--- config.mk ---
export PLATFORM = sky130hd
export DESIGN_NAME = rotation_matrix_to_quaternion_unit_flat
export DESIGN_NICKNAME = d
export VERILOG_FILES = /design/src/rm2q_pkg.sv /design/src/rm2q_req_if.sv /design/src/rm2q_rsp_if.sv /design/src/rm2q_front.sv /design/src/rm2q_sqrt_stage.sv /design/src/rotation_matrix_to_quaternion_unit.sv /design/src/flat_wrapper.sv
export SDC_FILE = /design/constraint.sdc
export NUM_CORES = 2
export LEC_CHECK = 0
export BUFFER_PORTS_ARGS = -buffer_cell sky130_fd_sc_hd__buf_2
export CORE_UTILIZATION = 55
export CTS_BUF_LIST = sky130_fd_sc_hd__clkbuf_16
export DETAILED_ROUTE_END_ITERATION = 10
export GPL_ROUTABILITY_DRIVEN = 0
export PLACE_DENSITY = 0.78
export SYNTH_ARGS = -nofsm -noshare
export SYNTH_HDL_FRONTEND = slang
export SYNTH_SLANG_ARGS = --single-unit
--- constraint.sdc ---
create_clock -name clock -period 17.1 [get_ports clock]
set_input_delay 1.71 -clock clock [delete_from_list [all_inputs] [get_ports clock]]
set_output_delay 1.71 -clock clock [all_outputs]
set_load 0.01 [all_outputs]
--- src/rm2q_pkg.sv ---
// Shared types, constants and the square root step for the matrix to quaternion unit.
package rm2q_pkg;

   localparam int IN_W            = 16;
   localparam int MAG_W           = 15;
   localparam int OUT_W           = 16;
   localparam int SUM_W           = 18;
   localparam int DIFF_W          = 17;
   localparam int REM_W           = 18;
   localparam int RAD_W           = 2 * MAG_W;
   localparam int FRAC_SHIFT      = RAD_W - IN_W;
   localparam int STEPS_PER_STAGE = 3;
   localparam int SQRT_STAGES     = MAG_W / STEPS_PER_STAGE;
   localparam int NUM_LANES       = 4;

   localparam logic signed [SUM_W-1:0] ONE_Q14 = SUM_W'(16384);
   localparam logic [MAG_W-1:0]        MAG_MAX = {MAG_W{1'b1}};

   // lane order inside a stage word
   localparam int LANE_W = 0;
   localparam int LANE_X = 1;
   localparam int LANE_Y = 2;
   localparam int LANE_Z = 3;

   // sign bit order: x, y, z
   localparam int SIGN_X = 0;
   localparam int SIGN_Y = 1;
   localparam int SIGN_Z = 2;

   typedef struct packed {
      logic             sat;
      logic [REM_W-1:0] rem;
      logic [MAG_W-1:0] root;
      logic [RAD_W-1:0] rad;
   } lane_type;

   typedef struct packed {
      logic [2:0]                   neg;
      lane_type [NUM_LANES-1:0]     lane;
   } stage_type;

   // One digit of the restoring square root: bring down two radicand bits, try root*4+1.
   function automatic lane_type sqrt_step(input lane_type cur);
      lane_type         nxt;
      logic [REM_W-1:0] shifted;
      logic [REM_W-1:0] trial;
      shifted  = {cur.rem[REM_W-3:0], cur.rad[RAD_W-1 -: 2]};
      trial    = {1'b0, cur.root, 2'b01};
      nxt      = cur;
      nxt.rad  = {cur.rad[RAD_W-3:0], 2'b00};
      if (shifted >= trial) begin
         nxt.rem  = shifted - trial;
         nxt.root = {cur.root[MAG_W-2:0], 1'b1};
      end else begin
         nxt.rem  = shifted;
         nxt.root = {cur.root[MAG_W-2:0], 1'b0};
      end
      return nxt;
   endfunction

endpackage

--- src/rm2q_req_if.sv ---
// Matrix input channel: valid/ready handshake with nine Q2.14 entries.
interface rm2q_req_if;
   import rm2q_pkg::*;

   logic                    valid;
   logic                    ready;
   logic signed [IN_W-1:0]  r00;
   logic signed [IN_W-1:0]  r01;
   logic signed [IN_W-1:0]  r02;
   logic signed [IN_W-1:0]  r10;
   logic signed [IN_W-1:0]  r11;
   logic signed [IN_W-1:0]  r12;
   logic signed [IN_W-1:0]  r20;
   logic signed [IN_W-1:0]  r21;
   logic signed [IN_W-1:0]  r22;

   modport source (output valid, r00, r01, r02, r10, r11, r12, r20, r21, r22,
                   input ready);
   modport sink   (input valid, r00, r01, r02, r10, r11, r12, r20, r21, r22,
                   output ready);
endinterface

--- src/rm2q_rsp_if.sv ---
// Quaternion result channel: valid/ready handshake with an unsigned Q0.15 w and three Q1.15 components.
interface rm2q_rsp_if;
   import rm2q_pkg::*;

   logic                    valid;
   logic                    ready;
   logic [MAG_W-1:0]        quat_w;
   logic signed [OUT_W-1:0] quat_x;
   logic signed [OUT_W-1:0] quat_y;
   logic signed [OUT_W-1:0] quat_z;

   modport source (output valid, quat_w, quat_x, quat_y, quat_z, input ready);
   modport sink   (input valid, quat_w, quat_x, quat_y, quat_z, output ready);
endinterface

--- src/rm2q_front.sv ---
// Front stage: diagonal sums, clamp and saturation flags, sign differences.
module rm2q_front (
   input  logic                              clock,
   input  logic                              reset,
   input  logic                              advance,
   input  logic                              valid_in,
   input  logic signed [rm2q_pkg::IN_W-1:0]  r00,
   input  logic signed [rm2q_pkg::IN_W-1:0]  r01,
   input  logic signed [rm2q_pkg::IN_W-1:0]  r02,
   input  logic signed [rm2q_pkg::IN_W-1:0]  r10,
   input  logic signed [rm2q_pkg::IN_W-1:0]  r11,
   input  logic signed [rm2q_pkg::IN_W-1:0]  r12,
   input  logic signed [rm2q_pkg::IN_W-1:0]  r20,
   input  logic signed [rm2q_pkg::IN_W-1:0]  r21,
   input  logic signed [rm2q_pkg::IN_W-1:0]  r22,
   output logic                              valid_ff,
   output rm2q_pkg::stage_type               data_ff
);
   import rm2q_pkg::*;

   logic signed [SUM_W-1:0]  sum_w, sum_x, sum_y, sum_z;
   logic signed [DIFF_W-1:0] diff_x, diff_y, diff_z;
   stage_type                data_in;

   // Clamp a negative sum to zero; flag sums of 1.0*4 or more (root reaches 1.0).
   function automatic lane_type make_lane(input logic signed [SUM_W-1:0] s);
      lane_type l;
      l.sat  = !s[SUM_W-1] && s[IN_W];
      l.rem  = '0;
      l.root = '0;
      l.rad  = s[SUM_W-1] ? '0 : {s[IN_W-1:0], {FRAC_SHIFT{1'b0}}};
      return l;
   endfunction

   always_comb begin
      sum_w  = ONE_Q14 + SUM_W'(r00) + SUM_W'(r11) + SUM_W'(r22);
      sum_x  = ONE_Q14 + SUM_W'(r00) - SUM_W'(r11) - SUM_W'(r22);
      sum_y  = ONE_Q14 - SUM_W'(r00) + SUM_W'(r11) - SUM_W'(r22);
      sum_z  = ONE_Q14 - SUM_W'(r00) - SUM_W'(r11) + SUM_W'(r22);
      diff_x = DIFF_W'(r21) - DIFF_W'(r12);
      diff_y = DIFF_W'(r02) - DIFF_W'(r20);
      diff_z = DIFF_W'(r10) - DIFF_W'(r01);

      data_in.lane[LANE_W] = make_lane(sum_w);
      data_in.lane[LANE_X] = make_lane(sum_x);
      data_in.lane[LANE_Y] = make_lane(sum_y);
      data_in.lane[LANE_Z] = make_lane(sum_z);
      data_in.neg[SIGN_X]  = diff_x[DIFF_W-1];
      data_in.neg[SIGN_Y]  = diff_y[DIFF_W-1];
      data_in.neg[SIGN_Z]  = diff_z[DIFF_W-1];
   end

   always_ff @(posedge clock) begin
      if (reset) begin
         valid_ff <= 1'b0;
      end else if (advance) begin
         valid_ff <= valid_in;
      end
   end

   always_ff @(posedge clock) begin
      if (advance) begin
         data_ff <= data_in;
      end
   end

endmodule

--- src/rm2q_sqrt_stage.sv ---
// One square root pipeline stage: a few root digits for all four lanes.
module rm2q_sqrt_stage (
   input  logic                 clock,
   input  logic                 reset,
   input  logic                 advance,
   input  logic                 valid_prev,
   input  rm2q_pkg::stage_type  data_prev,
   output logic                 valid_ff,
   output rm2q_pkg::stage_type  data_ff
);
   import rm2q_pkg::*;

   stage_type data_in;

   always_comb begin
      data_in = data_prev;
      for (int lane = 0; lane < NUM_LANES; lane++) begin
         for (int step = 0; step < STEPS_PER_STAGE; step++) begin
            data_in.lane[lane] = sqrt_step(data_in.lane[lane]);
         end
      end
   end

   always_ff @(posedge clock) begin
      if (reset) begin
         valid_ff <= 1'b0;
      end else if (advance) begin
         valid_ff <= valid_prev;
      end
   end

   always_ff @(posedge clock) begin
      if (advance) begin
         data_ff <= data_in;
      end
   end

endmodule

--- src/rotation_matrix_to_quaternion_unit.sv ---
// Stages: 1 sum stage + 5 root stages from accepted matrix word to result word valid.
// Throughput: one matrix word per unstalled cycle; the root is a 15-digit restoring square root,
// 3 digits per stage, four lanes side by side; every stage takes a new word each unstalled cycle.
// Stall: the whole pipe holds while the output word waits; req ready = last stage empty or taken.
// Reset: synchronous, active high; clears all stage valid bits, data registers keep contents.
// No internal state survives between words.
module rotation_matrix_to_quaternion_unit (
   input  logic       clock,
   input  logic       reset,
   rm2q_req_if.sink   req_chan,
   rm2q_rsp_if.source rsp_chan
);
   import rm2q_pkg::*;

   // Stage 0 is the sum stage; stages 1..SQRT_STAGES do the root digits.
   logic [SQRT_STAGES:0] valid_vec;
   stage_type            stage_data [SQRT_STAGES+1];
   logic                 advance;
   stage_type            last;
   logic [MAG_W-1:0]     mag_w, mag_x, mag_y, mag_z;

   // Advance every stage together whenever the output register is free or being drained.
   assign advance        = !valid_vec[SQRT_STAGES] || rsp_chan.ready;
   assign req_chan.ready = advance;

   rm2q_front u_front (
      .clock    (clock),
      .reset    (reset),
      .advance  (advance),
      .valid_in (req_chan.valid),
      .r00      (req_chan.r00),
      .r01      (req_chan.r01),
      .r02      (req_chan.r02),
      .r10      (req_chan.r10),
      .r11      (req_chan.r11),
      .r12      (req_chan.r12),
      .r20      (req_chan.r20),
      .r21      (req_chan.r21),
      .r22      (req_chan.r22),
      .valid_ff (valid_vec[0]),
      .data_ff  (stage_data[0])
   );

   // Chain the root stages; each one brings down three radicand digit pairs.
   for (genvar g = 0; g < SQRT_STAGES; g++) begin : g_root
      rm2q_sqrt_stage u_stage (
         .clock      (clock),
         .reset      (reset),
         .advance    (advance),
         .valid_prev (valid_vec[g]),
         .data_prev  (stage_data[g]),
         .valid_ff   (valid_vec[g+1]),
         .data_ff    (stage_data[g+1])
      );
   end

   // The last root stage doubles as the output register; format the word from it.
   always_comb begin
      last  = stage_data[SQRT_STAGES];
      mag_w = last.lane[LANE_W].sat ? MAG_MAX : last.lane[LANE_W].root;
      mag_x = last.lane[LANE_X].sat ? MAG_MAX : last.lane[LANE_X].root;
      mag_y = last.lane[LANE_Y].sat ? MAG_MAX : last.lane[LANE_Y].root;
      mag_z = last.lane[LANE_Z].sat ? MAG_MAX : last.lane[LANE_Z].root;

      rsp_chan.valid  = valid_vec[SQRT_STAGES];
      rsp_chan.quat_w = mag_w;
      // Negate only on a strictly negative difference; zero keeps the positive sign.
      rsp_chan.quat_x = last.neg[SIGN_X] ? OUT_W'(-{1'b0, mag_x}) : {1'b0, mag_x};
      rsp_chan.quat_y = last.neg[SIGN_Y] ? OUT_W'(-{1'b0, mag_y}) : {1'b0, mag_y};
      rsp_chan.quat_z = last.neg[SIGN_Z] ? OUT_W'(-{1'b0, mag_z}) : {1'b0, mag_z};
   end

`ifndef SYNTH
   // A stalled pipe moves no word.
   assert property (@(posedge clock) disable iff (reset)
      !advance |=> $stable(valid_vec))
      else $error("pipe valid bits changed during stall");

   // An accepted matrix lands in the sum stage.
   assert property (@(posedge clock) disable iff (reset)
      (req_chan.valid && req_chan.ready) |=> valid_vec[0])
      else $error("accepted word lost at sum stage");

   // A word in the last stage that is taken leaves, unless a new one follows.
   assert property (@(posedge clock) disable iff (reset)
      (rsp_chan.valid && rsp_chan.ready && !valid_vec[SQRT_STAGES-1]) |=> !rsp_chan.valid)
      else $error("result word repeated");

   // Magnitudes stay within 32767, so a component never reads as -32768.
   assert property (@(posedge clock) disable iff (reset)
      rsp_chan.valid |-> (rsp_chan.quat_x != 16'h8000 && rsp_chan.quat_y != 16'h8000
                          && rsp_chan.quat_z != 16'h8000))
      else $error("component out of saturated range");
`endif

endmodule

--- src/flat_wrapper.sv ---
// flat-port wrapper written by rule: the top's interface ports become plain ports
module rotation_matrix_to_quaternion_unit_flat import rm2q_pkg::*;
  (clock, reset, req_chan_valid, req_chan_r00, req_chan_r01, req_chan_r02, req_chan_r10, req_chan_r11, req_chan_r12, req_chan_r20, req_chan_r21, req_chan_r22, req_chan_ready, rsp_chan_valid, rsp_chan_quat_w, rsp_chan_quat_x, rsp_chan_quat_y, rsp_chan_quat_z, rsp_chan_ready);
  rm2q_req_if req_chan_i ();
  rm2q_rsp_if rsp_chan_i ();
  input  logic clock;
  input  logic reset;
  input wire logic [$bits(req_chan_i.valid)-1:0] req_chan_valid;
  input wire logic [$bits(req_chan_i.r00)-1:0] req_chan_r00;
  input wire logic [$bits(req_chan_i.r01)-1:0] req_chan_r01;
  input wire logic [$bits(req_chan_i.r02)-1:0] req_chan_r02;
  input wire logic [$bits(req_chan_i.r10)-1:0] req_chan_r10;
  input wire logic [$bits(req_chan_i.r11)-1:0] req_chan_r11;
  input wire logic [$bits(req_chan_i.r12)-1:0] req_chan_r12;
  input wire logic [$bits(req_chan_i.r20)-1:0] req_chan_r20;
  input wire logic [$bits(req_chan_i.r21)-1:0] req_chan_r21;
  input wire logic [$bits(req_chan_i.r22)-1:0] req_chan_r22;
  output wire logic [$bits(req_chan_i.ready)-1:0] req_chan_ready;
  output wire logic [$bits(rsp_chan_i.valid)-1:0] rsp_chan_valid;
  output wire logic [$bits(rsp_chan_i.quat_w)-1:0] rsp_chan_quat_w;
  output wire logic [$bits(rsp_chan_i.quat_x)-1:0] rsp_chan_quat_x;
  output wire logic [$bits(rsp_chan_i.quat_y)-1:0] rsp_chan_quat_y;
  output wire logic [$bits(rsp_chan_i.quat_z)-1:0] rsp_chan_quat_z;
  input wire logic [$bits(rsp_chan_i.ready)-1:0] rsp_chan_ready;
  assign req_chan_i.valid = req_chan_valid;
  assign req_chan_i.r00 = req_chan_r00;
  assign req_chan_i.r01 = req_chan_r01;
  assign req_chan_i.r02 = req_chan_r02;
  assign req_chan_i.r10 = req_chan_r10;
  assign req_chan_i.r11 = req_chan_r11;
  assign req_chan_i.r12 = req_chan_r12;
  assign req_chan_i.r20 = req_chan_r20;
  assign req_chan_i.r21 = req_chan_r21;
  assign req_chan_i.r22 = req_chan_r22;
  assign req_chan_ready = req_chan_i.ready;
  assign rsp_chan_valid = rsp_chan_i.valid;
  assign rsp_chan_quat_w = rsp_chan_i.quat_w;
  assign rsp_chan_quat_x = rsp_chan_i.quat_x;
  assign rsp_chan_quat_y = rsp_chan_i.quat_y;
  assign rsp_chan_quat_z = rsp_chan_i.quat_z;
  assign rsp_chan_i.ready = rsp_chan_ready;
  rotation_matrix_to_quaternion_unit u_core (.clock(clock), .reset(reset), .req_chan(req_chan_i), .rsp_chan(rsp_chan_i));
endmodule
==> metrics.md <==
| Metric | Value |
|---|---|
| DRT iter0 DRCs | 3183 |
| Min-Delay Startpoint | u_core.g_root[0].u_stage.data_ff[255] |
| Most frequent cells in the layout | ha_1 (600), edfxtp_1 (590), nor2_1 (556), inv_1 (516), a21oi_1 (478) |
| Fin nets | 7040 |
| Place WS | 7.364 ns |
| TritonCTS Buffers | 69 |
| Compound-gate portion of the synthesized area | 18.25% |
| Worst-path fanout max | 20 |
| CTS tree | yes |
| Overflow after GRT | 0 |
| Mapped Cells | 6025 |
| Syn avg cell area | 9.069 um2 |
| H-tree depth | 3 |
| CP Depth | 36 |
| Final Hold Fails | 0 |
| Data required, critical path | between 15 and 20 ns |
| Critical Path Source Type | flip-flop |
| Worst-Skew Late Latency | around 0.64 ns |
| Worst setup EP type | flip-flop |
| Via/cell ratio | 5.880 |
| Async SR Flop Fraction | 0% |
| Post-Route WL | 120800 um |
| # hold bufs at CTS | 0 |
| Initial antenna violation count | 0 |
| Yosys cell types | 110 |
| Post-CTS Setup Bufs | 0 |
| Post-synth EDFFs | 590 |
| Yosys reg bits | slightly below 600 |
| Reg-to-Reg Start | u_core.g_root[2].u_stage.data_ff[30] |
| First-pass GRT wire length | 197500 um |
| Min-Delay Endpoint | u_core.g_root[1].u_stage.data_ff[255] |
| Commonest non-fill, non-tap cell in the layout | ha_1 |
| Worst hold path depth | 0 |
| Main synth FF type | edfxtp_1 |
| Bufs and invs on worst path | 5 |
| Total GRT Usage | between 20% and 30% |
| Setup ws final | approximately 7.2 ns |
| Crit-path slowest cell | or4b_2 |
| Die area | 100600 um2 |
| Core Rows | 115 |
| Cell area after synthesis | 54640 um2 |
| Mux cell area share after synthesis | 2.446% |
| Status | completed |
| Worst Tran Pin Value | 1.177 ns |
| CP Class | reg2reg |
| Area of the multi-input gates | around 34000 um2 |
| Flip-flop and latch area | 17840 um2 |
| Largest net degree at the start of global routing | 164 |
| # DRC | 0 |
| Final Cycle Share | 57.71% |
| Root buf cell | clkbuf_16 |
| Max Clk Rate | ~100 MHz |
| Register area share after synthesis | 32.64% |
| Core footprint | roughly 100000 um2 |
| R2R depth | 36 |
| Capturing point of the worst reg2reg path | u_core.g_root[3].u_stage.data_ff[57] |
| Routed length per placed instance | approximately 16 um |
| Clock buffer depth | 3 |
| Setup tns final | 0 ns |
| Largest family of logic cells by synthesized area | compound AO/OA/AOI/OAI gates |
| Adder-cell area share of the yosys netlist | between 10% and 20% |
| Max stage delay on crit path | 0.67 ns |
| Most frequent cell on the critical path | a21oi_1 |
| Hold Crit Class | reg2reg |
| Via Count | 44390 |
| P&R area growth vs syn | 8.594% |
| Critical path's top delay family | compound AO/OA/AOI/OAI gates |
| Ports | 213 |
| Initial Util | 55.52% |
| Port Buffers | around 210 |
| Clock transition at path regs | roughly 0.060 ns |
| CTS sink cnt | 596 |
| Relative slew slack | roughly a fifth |
| Fillers | 8284 |
| Vias in the first global route | 41680 |
| Max Slew Vio Count | 0 |
| Fraction of layout cells with a size suffix above 1 | approximately 8.5% |
| R2r setup slk | 7.23 ns |
| Die outline width | around 320 um |
| TritonRoute pass-1 iters | 6 |
| Final setup viols | 0 |
| Clock period minus final worst setup slack | about 9.9 ns |
| YS warnings | 0 |
| Die height | roughly 320 um |
| Layout Skew | about 0.032 ns |
| Final HPWL DP | 94840 um |
| Post-CTS sizing | 0 |
| Post-synthesis xor/xnor area fraction | 7.643% |
| Arr. time, crit path | just over 10 ns |
| RSZ-0062 raised after global routing | no |
| Diodes inserted | 0 |
| Max-cap violation count | 0 |
| DRT antenna net count | 0 |
| Simple-Gate Fraction of Synth Area | 17.64% |
==> cell usage after synthesis, drive strengths merged (41+ instances only) <==
library cell / n / area share (%)
a211oi: 47 / 0.65
a21o: 139 / 1.9
a21oi: 478 / 4.4
and2: 41 / 0.47
clkbuf: 111 / 0.76
edfxtp: 590 / 32
fa: 85 / 3.1
ha: 600 / 14
inv: 513 / 3.5
mux2: 65 / 1.3
mux2i: 60 / 1.1
nand2: 435 / 3.0
nand2b: 79 / 0.92
nand3: 111 / 1.0
nand4: 50 / 0.57
nor2: 557 / 3.8
nor2b: 94 / 1.1
nor3: 191 / 1.8
nor4: 52 / 0.61
o21a: 100 / 1.4
o21ai: 335 / 3.1
o21bai: 49 / 0.67
o31ai: 60 / 0.83
or2: 73 / 0.84
or3: 78 / 0.89
xnor2: 310 / 5.0
xor2: 166 / 2.7
==> layout make-up <==
class / instances / area share [%]
clock buffers: 70 / 2.952
clock inverters: 56 / 0.9236
inverters: 521 / 3.310
multi-input cells: 4788 / 57.95
flip-flops and latches: 596 / 30.06
well taps: 1287 / 2.714
repair buffers: 231 / 2.092
==> cell families after synthesis <==
group / count (synthesis)
adder cells (fa/ha/maj): 685
buffers and inverters: 648
XOR/XNOR: 476
other: 1
multiplexers: 125
AND/OR/NAND/NOR: 1941
AO/OA/AOI/OAI: 1553
flip-flops: 596
==> worst max path at each step <==
stage / slack, ns / endpoint / from
2_1_floorplan: 2.10 / req_chan_ready / rsp_chan_ready
3_3_place_gp: 7.74 / u_core.g_root[3].u_stage.data_ff[50] / u_core.g_root[2].u_stage.data_ff[30]
3_5_place_dp: 7.36 / u_core.g_root[3].u_stage.data_ff[50] / u_core.g_root[2].u_stage.data_ff[30]
4_1_cts: 7.30 / u_core.g_root[3].u_stage.data_ff[57] / u_core.g_root[2].u_stage.data_ff[30]
5_1_grt: 6.39 / u_core.g_root[3].u_stage.data_ff[177] / u_core.g_root[2].u_stage.data_ff[158]
6_report: 7.23 / u_core.g_root[3].u_stage.data_ff[57] / u_core.g_root[2].u_stage.data_ff[30]
==> sequential cells by signal, summed over array words and instances (netlist names) <==
register	cells
u_core.g_root.u_stage.data_ff	519
u_core.u_front.data_ff	71
u_core.u_front.valid_ff	1
u_core.g_root.u_stage.valid_ff	5
==> metrics by stage <==
step                      utilization [%]  cell area (um2)  hold WS (ns)  std cells
after floorplan                         -            54670        0.4003       6032
after global placement              57.95            57040        0.4021       7423
after detailed placement            57.95            57040        0.4045       7423
after CTS                           60.29            59340        0.3913       7549
after global routing                60.29            59340        0.4064       7549
final                               60.29            59340        0.3927       7549
==> metal layers <==
metal	wire [um]	up-vias	global-route usage [%]
li1	-	22290	-
met1	54400	20750	30.70
met2	57870	1151	40.56
met3	5674	198	2.543
met4	2829	0	7.166
met5	0	-	0
==> worst register-to-register path: cells and delay by family, from the launching register on <==
family	cells	cell delay [ns]
AO/OA/AOI/OAI	17	4.00
adder cells (fa/ha/maj)	5	1.26
buffers and inverters	5	0.92
flip-flops	1	0.37
multiplexers	1	0.36
AND/OR/NAND/NOR	8	2.71
Power is left out: the tool's default activity adds up to more than one toggle a clock period on the data nets, which glitch-free logic cannot reach.
